--- config.mk ---
export PLATFORM = sky130hd
export DESIGN_NAME = frustum_box_cull_flat
export DESIGN_NICKNAME = d
export VERILOG_FILES = /design/src/sv/fbc_pkg.sv /design/src/sv/fbc_if.sv /design/src/sv/frustum_box_cull.sv /design/src/sv/fbc_coef_store.sv /design/src/flat_wrapper.sv
export SDC_FILE = /design/constraint.sdc
export NUM_CORES = 2
export LEC_CHECK = 0
export BUFFER_PORTS_ARGS = -buffer_cell sky130_fd_sc_hd__buf_2
export CORE_ASPECT_RATIO = 0.75
export CORE_MARGIN = 3
export CORE_UTILIZATION = 55
export CTS_CLUSTER_DIAMETER = 80
export DETAILED_ROUTE_END_ITERATION = 16
export PLACE_DENSITY = 0.82
export RECOVER_POWER = 50
export SLEW_MARGIN = 15
export SYNTH_ARGS = -nofsm -noshare
export SYNTH_HDL_FRONTEND = slang
export SYNTH_SLANG_ARGS = --single-unit
export TNS_END_PERCENT = 5
--- constraint.sdc ---
create_clock -name clk -period 10.04 [get_ports clk]
set_input_delay 0.502 -clock clk [delete_from_list [all_inputs] [get_ports clk]]
set_output_delay 0.502 -clock clk [all_outputs]
set_load 0.03 [all_outputs]
--- src/sv/fbc_pkg.sv ---
// Shared types, widths and plane construction rules for the frustum box cull block.
package fbc_pkg;

  localparam int NUM_PLANES    = 6;
  localparam int RULE_PLANES   = 6;
  localparam int ACTIVE_PLANES = (NUM_PLANES < RULE_PLANES) ? NUM_PLANES : RULE_PLANES;
  localparam int PLANE_IDX_W   = (ACTIVE_PLANES > 1) ? $clog2(ACTIVE_PLANES) : 1;

  localparam int NUM_COEFS   = 4;
  localparam int ENTRY_W     = 32;
  localparam int COEF_W      = ENTRY_W + 1;
  localparam int COORD_W     = 16;
  localparam int PROD_W      = COEF_W + COORD_W;
  localparam int ACC_W       = PROD_W + 3;
  localparam int COL_IDX_W   = 2;
  localparam int TERM_W      = 3;

  localparam logic [TERM_W-1:0] TERM_D    = TERM_W'(3);
  localparam logic [TERM_W-1:0] TERM_LAST = TERM_W'(4);

  localparam logic REQ_LOAD = 1'b0;
  localparam logic REQ_TEST = 1'b1;

  typedef logic signed [ENTRY_W-1:0] entry_t;
  typedef logic signed [COEF_W-1:0]  coef_t;
  typedef logic signed [COORD_W-1:0] coord_t;
  typedef logic signed [PROD_W-1:0]  prod_t;
  typedef logic signed [ACC_W-1:0]   acc_t;

  // Row of the clip matrix that a plane combines with the w row.
  function automatic logic [1:0] plane_row(input int p);
    logic [1:0] r;
    case (p)
      0, 1:    r = 2'd0;
      2, 3:    r = 2'd1;
      default: r = 2'd2;
    endcase
    return r;
  endfunction

  // True where the plane adds the row to w, false where it subtracts it.
  function automatic logic plane_add(input int p);
    logic a;
    case (p)
      1, 2, 5: a = 1'b1;
      default: a = 1'b0;
    endcase
    return a;
  endfunction

endpackage

--- src/sv/fbc_if.sv ---
// Handshake channels for the frustum box cull block: request word and result word.
interface fbc_in_if;
  logic                   valid;
  logic                   ready;
  logic                   req_type;
  logic [1:0]             column_index;
  fbc_pkg::entry_t        col_entry_0;
  fbc_pkg::entry_t        col_entry_1;
  fbc_pkg::entry_t        col_entry_2;
  fbc_pkg::entry_t        col_entry_3;
  fbc_pkg::coord_t        box_min_x;
  fbc_pkg::coord_t        box_min_y;
  fbc_pkg::coord_t        box_min_z;
  fbc_pkg::coord_t        box_max_x;
  fbc_pkg::coord_t        box_max_y;
  fbc_pkg::coord_t        box_max_z;

  modport source (
    output valid, req_type, column_index,
    output col_entry_0, col_entry_1, col_entry_2, col_entry_3,
    output box_min_x, box_min_y, box_min_z, box_max_x, box_max_y, box_max_z,
    input  ready
  );
  modport sink (
    input  valid, req_type, column_index,
    input  col_entry_0, col_entry_1, col_entry_2, col_entry_3,
    input  box_min_x, box_min_y, box_min_z, box_max_x, box_max_y, box_max_z,
    output ready
  );
endinterface

interface fbc_out_if;
  logic valid;
  logic ready;
  logic visible;

  modport source (output valid, visible, input ready);
  modport sink (input valid, visible, output ready);
endinterface

--- src/sv/frustum_box_cull.sv ---
// Frustum box cull top level: plane loading and sequenced box test on a shared multiplier.
//
//   channel  dir  fields
//   in_ch    in   req_type, column_index, col_entry_0..3, box_min_x..z, box_max_x..z
//   out_ch   out  visible (one word per box test, none per column load)
//
// A column load writes one coefficient of every plane at once.
// A box test runs the planes in turn on the single 33x16 multiply-accumulate unit,
// stops early when a plane rejects the box, and then posts the result.
// Reset clears all plane coefficients to zero. in_ch.ready is low while a test runs.
// A finished result waits in the output register while the next word can be taken.

module frustum_box_cull (
  input  logic       clk,
  input  logic       rst_n,
  fbc_in_if.sink     in_ch,
  fbc_out_if.source  out_ch
);

  typedef enum logic [1:0] {ST_IDLE, ST_RUN, ST_DONE} state_t;

  state_t                             state_r, state_nxt;
  logic [fbc_pkg::PLANE_IDX_W-1:0]    plane_r, plane_nxt;
  logic [fbc_pkg::TERM_W-1:0]         term_r, term_nxt;
  fbc_pkg::acc_t                      acc_r, acc_nxt;
  fbc_pkg::prod_t                     prod_r, prod_nxt;
  logic                               nz_r, nz_nxt;
  logic                               vis_r, vis_nxt;
  logic                               out_valid_r, out_valid_nxt;
  logic                               out_visible_r, out_visible_nxt;
  fbc_pkg::coord_t                    lo_r [3];
  fbc_pkg::coord_t                    hi_r [3];

  logic                               in_accept;
  logic                               load_en;
  fbc_pkg::entry_t                    col_entry [fbc_pkg::NUM_COEFS];
  fbc_pkg::coef_t                     coef_rd;
  fbc_pkg::coord_t                    lo_sel, hi_sel, operand;
  fbc_pkg::acc_t                      dist_sum;
  logic                               plane_pass;

  assign in_ch.ready = (state_r == ST_IDLE);
  assign in_accept   = in_ch.valid && in_ch.ready;
  assign load_en     = in_accept && (in_ch.req_type == fbc_pkg::REQ_LOAD);

  assign col_entry[0] = in_ch.col_entry_0;
  assign col_entry[1] = in_ch.col_entry_1;
  assign col_entry[2] = in_ch.col_entry_2;
  assign col_entry[3] = in_ch.col_entry_3;

  fbc_coef_store u_store (
    .clk      (clk),
    .rst_n    (rst_n),
    .wr_en    (load_en),
    .wr_col   (in_ch.column_index),
    .wr_entry (col_entry),
    .rd_plane (plane_r),
    .rd_term  (term_r[fbc_pkg::COL_IDX_W-1:0]),
    .rd_coef  (coef_rd)
  );

  // The corner nearest the positive side takes the larger coordinate where the
  // coefficient is non-negative and the smaller one otherwise.
  always_comb begin
    lo_sel  = '0;
    hi_sel  = '0;
    operand = fbc_pkg::COORD_W'(1);
    case (term_r)
      3'd0, 3'd1, 3'd2: begin
        lo_sel = lo_r[term_r[1:0]];
        hi_sel = hi_r[term_r[1:0]];
        if (coef_rd[fbc_pkg::COEF_W-1]) begin
          operand = (lo_sel < hi_sel) ? lo_sel : hi_sel;
        end else begin
          operand = (lo_sel > hi_sel) ? lo_sel : hi_sel;
        end
      end
      default: operand = fbc_pkg::COORD_W'(1);
    endcase
  end

  assign dist_sum   = acc_r + fbc_pkg::ACC_W'(prod_r);
  assign plane_pass = nz_r && (dist_sum > 0);

  always_comb begin
    state_nxt       = state_r;
    plane_nxt       = plane_r;
    term_nxt        = term_r;
    acc_nxt         = acc_r;
    prod_nxt        = prod_r;
    nz_nxt          = nz_r;
    vis_nxt         = vis_r;
    out_valid_nxt   = out_valid_r && !out_ch.ready;
    out_visible_nxt = out_visible_r;

    case (state_r)
      ST_IDLE: begin
        if (in_accept && (in_ch.req_type == fbc_pkg::REQ_TEST)) begin
          state_nxt = ST_RUN;
          plane_nxt = '0;
          term_nxt  = '0;
        end
      end
      ST_RUN: begin
        prod_nxt = fbc_pkg::PROD_W'(coef_rd) * fbc_pkg::PROD_W'(operand);
        if (term_r == '0) begin
          acc_nxt = '0;
          nz_nxt  = (coef_rd != '0);
        end else begin
          acc_nxt = dist_sum;
          if (term_r < fbc_pkg::TERM_D) begin
            nz_nxt = nz_r || (coef_rd != '0);
          end
        end
        if (term_r == fbc_pkg::TERM_LAST) begin
          term_nxt = '0;
          if (!plane_pass) begin
            vis_nxt   = 1'b0;
            state_nxt = ST_DONE;
          end else if (plane_r == fbc_pkg::PLANE_IDX_W'(fbc_pkg::ACTIVE_PLANES - 1)) begin
            vis_nxt   = 1'b1;
            state_nxt = ST_DONE;
          end else begin
            plane_nxt = plane_r + fbc_pkg::PLANE_IDX_W'(1);
          end
        end else begin
          term_nxt = term_r + fbc_pkg::TERM_W'(1);
        end
      end
      ST_DONE: begin
        if (!out_valid_r || out_ch.ready) begin
          out_valid_nxt   = 1'b1;
          out_visible_nxt = vis_r;
          state_nxt       = ST_IDLE;
        end
      end
      default: state_nxt = ST_IDLE;
    endcase
  end

  always_ff @(posedge clk) begin
    if (!rst_n) begin
      state_r       <= ST_IDLE;
      plane_r       <= '0;
      term_r        <= '0;
      out_valid_r   <= 1'b0;
    end else begin
      state_r       <= state_nxt;
      plane_r       <= plane_nxt;
      term_r        <= term_nxt;
      out_valid_r   <= out_valid_nxt;
    end
    acc_r         <= acc_nxt;
    prod_r        <= prod_nxt;
    nz_r          <= nz_nxt;
    vis_r         <= vis_nxt;
    out_visible_r <= out_visible_nxt;
  end

  always_ff @(posedge clk) begin
    if (in_accept && (in_ch.req_type == fbc_pkg::REQ_TEST)) begin
      lo_r[0] <= in_ch.box_min_x;
      lo_r[1] <= in_ch.box_min_y;
      lo_r[2] <= in_ch.box_min_z;
      hi_r[0] <= in_ch.box_max_x;
      hi_r[1] <= in_ch.box_max_y;
      hi_r[2] <= in_ch.box_max_z;
    end
  end

  assign out_ch.valid   = out_valid_r;
  assign out_ch.visible = out_visible_r;

`ifndef ASSERT_OFF
  a_test_starts: assert property (@(posedge clk) disable iff (!rst_n)
    (in_accept && (in_ch.req_type == fbc_pkg::REQ_TEST)) |=>
      (state_r == ST_RUN && plane_r == '0 && term_r == '0))
    else $error("box test did not start at the first plane");

  a_term_range: assert property (@(posedge clk) disable iff (!rst_n)
    (state_r == ST_RUN) |-> (term_r <= fbc_pkg::TERM_LAST))
    else $error("term counter out of range");

  a_post_from_done: assert property (@(posedge clk) disable iff (!rst_n)
    $rose(out_valid_r) |-> ($past(state_r) == ST_DONE))
    else $error("result posted outside the done state");
`endif

endmodule

--- src/sv/fbc_coef_store.sv ---
// Plane coefficient registers, loaded one clip matrix column at a time.
module fbc_coef_store (
  input  logic                             clk,
  input  logic                             rst_n,
  input  logic                             wr_en,
  input  logic [fbc_pkg::COL_IDX_W-1:0]    wr_col,
  input  fbc_pkg::entry_t                  wr_entry [fbc_pkg::NUM_COEFS],
  input  logic [fbc_pkg::PLANE_IDX_W-1:0]  rd_plane,
  input  logic [fbc_pkg::COL_IDX_W-1:0]    rd_term,
  output fbc_pkg::coef_t                   rd_coef
);

  fbc_pkg::coef_t coef_r [fbc_pkg::ACTIVE_PLANES][fbc_pkg::NUM_COEFS];
  fbc_pkg::coef_t load_val [fbc_pkg::ACTIVE_PLANES];

  always_comb begin
    for (int p = 0; p < fbc_pkg::ACTIVE_PLANES; p++) begin
      if (fbc_pkg::plane_add(p)) begin
        load_val[p] = fbc_pkg::COEF_W'(wr_entry[3])
                    + fbc_pkg::COEF_W'(wr_entry[fbc_pkg::plane_row(p)]);
      end else begin
        load_val[p] = fbc_pkg::COEF_W'(wr_entry[3])
                    - fbc_pkg::COEF_W'(wr_entry[fbc_pkg::plane_row(p)]);
      end
    end
  end

  always_ff @(posedge clk) begin
    if (!rst_n) begin
      for (int p = 0; p < fbc_pkg::ACTIVE_PLANES; p++) begin
        for (int j = 0; j < fbc_pkg::NUM_COEFS; j++) begin
          coef_r[p][j] <= '0;
        end
      end
    end else if (wr_en) begin
      for (int p = 0; p < fbc_pkg::ACTIVE_PLANES; p++) begin
        coef_r[p][wr_col] <= load_val[p];
      end
    end
  end

  assign rd_coef = coef_r[rd_plane][rd_term];

endmodule

--- src/flat_wrapper.sv ---
// flat-port wrapper written by rule: the top's interface ports become plain ports
module frustum_box_cull_flat 
  (clk, rst_n, in_ch_valid, in_ch_req_type, in_ch_column_index, in_ch_col_entry_0, in_ch_col_entry_1, in_ch_col_entry_2, in_ch_col_entry_3, in_ch_box_min_x, in_ch_box_min_y, in_ch_box_min_z, in_ch_box_max_x, in_ch_box_max_y, in_ch_box_max_z, in_ch_ready, out_ch_valid, out_ch_visible, out_ch_ready);
  fbc_in_if in_ch_i ();
  fbc_out_if out_ch_i ();
  input  logic clk;
  input  logic rst_n;
  input wire logic [$bits(in_ch_i.valid)-1:0] in_ch_valid;
  input wire logic [$bits(in_ch_i.req_type)-1:0] in_ch_req_type;
  input wire logic [$bits(in_ch_i.column_index)-1:0] in_ch_column_index;
  input wire logic [$bits(in_ch_i.col_entry_0)-1:0] in_ch_col_entry_0;
  input wire logic [$bits(in_ch_i.col_entry_1)-1:0] in_ch_col_entry_1;
  input wire logic [$bits(in_ch_i.col_entry_2)-1:0] in_ch_col_entry_2;
  input wire logic [$bits(in_ch_i.col_entry_3)-1:0] in_ch_col_entry_3;
  input wire logic [$bits(in_ch_i.box_min_x)-1:0] in_ch_box_min_x;
  input wire logic [$bits(in_ch_i.box_min_y)-1:0] in_ch_box_min_y;
  input wire logic [$bits(in_ch_i.box_min_z)-1:0] in_ch_box_min_z;
  input wire logic [$bits(in_ch_i.box_max_x)-1:0] in_ch_box_max_x;
  input wire logic [$bits(in_ch_i.box_max_y)-1:0] in_ch_box_max_y;
  input wire logic [$bits(in_ch_i.box_max_z)-1:0] in_ch_box_max_z;
  output wire logic [$bits(in_ch_i.ready)-1:0] in_ch_ready;
  output wire logic [$bits(out_ch_i.valid)-1:0] out_ch_valid;
  output wire logic [$bits(out_ch_i.visible)-1:0] out_ch_visible;
  input wire logic [$bits(out_ch_i.ready)-1:0] out_ch_ready;
  assign in_ch_i.valid = in_ch_valid;
  assign in_ch_i.req_type = in_ch_req_type;
  assign in_ch_i.column_index = in_ch_column_index;
  assign in_ch_i.col_entry_0 = in_ch_col_entry_0;
  assign in_ch_i.col_entry_1 = in_ch_col_entry_1;
  assign in_ch_i.col_entry_2 = in_ch_col_entry_2;
  assign in_ch_i.col_entry_3 = in_ch_col_entry_3;
  assign in_ch_i.box_min_x = in_ch_box_min_x;
  assign in_ch_i.box_min_y = in_ch_box_min_y;
  assign in_ch_i.box_min_z = in_ch_box_min_z;
  assign in_ch_i.box_max_x = in_ch_box_max_x;
  assign in_ch_i.box_max_y = in_ch_box_max_y;
  assign in_ch_i.box_max_z = in_ch_box_max_z;
  assign in_ch_ready = in_ch_i.ready;
  assign out_ch_valid = out_ch_i.valid;
  assign out_ch_visible = out_ch_i.visible;
  assign out_ch_i.ready = out_ch_ready;
  frustum_box_cull u_core (.clk(clk), .rst_n(rst_n), .in_ch(in_ch_i), .out_ch(out_ch_i));
endmodule
==> flow_summary.yaml <==
clock_tree:
  clk_latency_ns: 0.75
  clockBufferDepth: 3
  cts-root-buf: "clkbuf_16"
  clock-sinks: 998
  htree_levels: 3
  clk_pin_slew_ns: 0.07
  cts_tree: "yes"
  cts_buffers: 96
floorplan:
  die_x_um: 425
  dieHeight_um: 320
  core_area_um2: 130000
  die-area_um2: 136000
  ios: 234
  floorplan.initialDensity_pct: 55.8
  core.rowCount: 114
sta:
  rsz0062_at_grt: "true"
  fin_crit_sh_pct: 102
  setup_viol: 9
  max-slew-margin-rel_pct: -238
  finClkSkew_ns: 0.0278
  tightest_slew_ns: 5.07
  slew_violations: 1163
  setup_ws_ns: -0.177
  fin_crit_ns: 10.22
  clock.fmax_ghz: 0.0979
  final-hold-violation-count: 0
drt:
  drc: 0
  first_iter_violations: 7060
  vias: 54900
  final_antenna_net_count: 0
  drt_wl_total_mm: 206
  drt-vias-per-instance: 6.06
  avgRoutedWirePerCell_um: 22.7
  dr.pass1.iters: 5
synth:
  ys_async_sr_fraction_pct: 0
  synth_edf_count: 984
  synthFlopType: "edfxtp_1"
  syn-instance-count: 6879
  synth_fp_nets: 7997
  synth.cell_area_um2: 72400
  ys_ff_latch: 998
  synth.distinct_cells: 91
  yosys_warnings: 0
  yosysSeqAreaShare_pct: 41.2
  avgSynthCellArea_um2: 10.5
critical_path:
  crit_type: "reg2reg"
  critPathMaxFanout: 8
  start_kind: "flop"
  worst_ep_required_time_ns: 10.54
  crit_slowest_cell: "fa_1"
  arrival_ns: 10.71
  path_common_cell: "fa_1"
  max_stage_delay_ns: 0.58
  worstSetupEndpointType: "flop"
global_routing:
  gr-total-overflow: 0
  antenna_found_initial: 15
  grt_pass1_vias: 54600
  grt_max_degree: 157
  grt_pass1_wl_mm: 317
  track_usage_pct: 30.1
finish:
  area_delta_synth_final_pct: 12.2
  final_nets: 8343
  fill_cells: 9787
  post-route-util_pct: 62.6
  stdcell_count: 9050
  drive_above_1_share_pct: 12.0
placement:
  place_inst: 8742
  dp_hpwl_mm: 148
  gp_congestion: 0.994
  io_buffer_count: 233
run_status:
  run_status: "complete, but fails checks"
  violations: "max-capacitance violations, max-slew violations, negative setup slack"
run:
  drv_cap: 18
hold_path:
  hold_class: "in2reg"
stage by stage:
| step | cell area, um^2 | TNS (ns) | setup slack (ns) | hold slack (ns) |
|---|---|---|---|---|
| floorplan | 72500 | 0 | 0.0156 | 0.400 |
| global placement | 76500 | -1.94 | -0.406 | 0.405 |
| detailed placement | 76500 | -5.16 | -0.725 | 0.438 |
| CTS | 80900 | 0 | 0.00285 | 0.116 |
| global route | 81200 | -3.62 | -0.473 | 0.0954 |
| finish | 81200 | -0.679 | -0.177 | 0.0948 |
placed cells by master (no fill, tap or decap), types with 199 or more instances in the layout:
| cell | n |
|---|---|
| fa_1 | 505 |
| edfxtp_1 | 984 |
| a21oi_1 | 322 |
| nand2_1 | 445 |
| buf_4 | 220 |
| ha_1 | 376 |
| nor2_1 | 1366 |
| inv_1 | 821 |
| o21ai_0 | 200 |
| xnor2_1 | 199 |
worst paths after layout:
path	from	to	slack, ns	cells after the start
setup / recovery	flop	u_core.prod_r[42]$_DFFE_PP_	-0.18	42
hold / removal	rst_n	u_core.state_r[1]$_SDFFE_PN0P_	0.09	2
setup reg to reg	flop	u_core.prod_r[42]$_DFFE_PP_	-0.18	42
hold reg to reg	u_core.vis_r$_SDFFCE_PN0P_	u_core.out_ch.visible$_DFFE_PP_	0.45	0
layer usage:
| layer | global-route usage [%] | wire length [um] | vias up |
|---|---|---|---|
| li1 | - | - | 23900 |
| met1 | 41.7 | 78900 | 26900 |
| met2 | 45.7 | 91400 | 3527 |
| met3 | 8.05 | 26800 | 542 |
| met4 | 11.4 | 8650 | 12 |
| met5 | 0 | 92 | - |
repair_timing:
action / 4_1_cts / 5_1_grt
setup endpoints to repair: 14 / 22
endpoints found under the hold margin: 96 / 0
pin swaps: 5 / 31
hold buffers: 96 / 0
cloned: 1 / 2
resized for setup: 24 / 71
buffers inserted: 4 / 22
kinds of logic (layout without fill, tap and decap cells):
logic type / Yosys count / in the layout / synth area share, %
buffers and inverters: 1172 / 1592 / 6.14
multiplexers: 337 / 337 / 7.48
AO/OA/AOI/OAI: 970 / 971 / 8.31
flip-flops: 998 / 998 / 41.2
adder cells (fa/ha/maj): 887 / 887 / 20.6
AND/OR/NAND/NOR: 2259 / 2259 / 13.2
other: 0 / 10 / 0
XOR/XNOR: 256 / 256 / 3.10
final cells by class:
class | count | area (um^2) | share of cell area, %
Sequential cell | 998 | 29800 | 36.7
Antenna cell | 10 | 25.0 | 0.0308
Inverter | 824 | 3100 | 3.81
Timing Repair Buffer | 595 | 4300 | 5.30
Clock inverter | 61 | 768 | 0.946
Tap cell | 1740 | 2180 | 2.68
Clock buffer | 112 | 2480 | 3.06
Multi-Input combinational cell | 4710 | 38500 | 47.4
worst max-delay path, delay by kind of cell, from the launching register on:
family                     cells  cell delay (ns)
DFF                            1             0.40
and+or+nand+nor                6             0.89
AOI/OAI and AO/OA             17             3.30
adders and majority gates      8             3.76
muxes                          1             0.40
buffers and inverters         10             1.20
flip-flops by register name, indices dropped and copies added (netlist names), 2 cells and up, named ones only:
register               flops
u_core.state_r             2
u_core.prod_r             49
u_core.hi_r               48
u_core.term_r              3
u_core.plane_r             3
u_core.lo_r               48
u_core.u_store.coef_r    784
u_core.acc_r              52
cells in the mapped netlist, types with 47 or more instances:
library cell / count / area [um^2]
o21bai_1: 61 / 458
nand2b_1: 65 / 407
a21oi_1: 341 / 1710
inv_1: 824 / 3090
nor2b_1: 47 / 294
xnor2_1: 199 / 1740
edfxtp_1: 984 / 29500
ha_1: 379 / 4740
clkbuf_1: 288 / 1080
xor2_1: 57 / 499
o21ai_0: 211 / 1060
nor3_1: 76 / 380
mux2i_1: 173 / 1730
a21o_1: 75 / 563
fa_1: 508 / 10200
nand3_1: 55 / 275
nand2_1: 445 / 1670
nor2_1: 1368 / 5130
o21a_1: 53 / 398
mux4_2: 163 / 3670
Power is not shown: default switching activity piles up to over one toggle a cycle in this logic, so the estimate is an artifact.
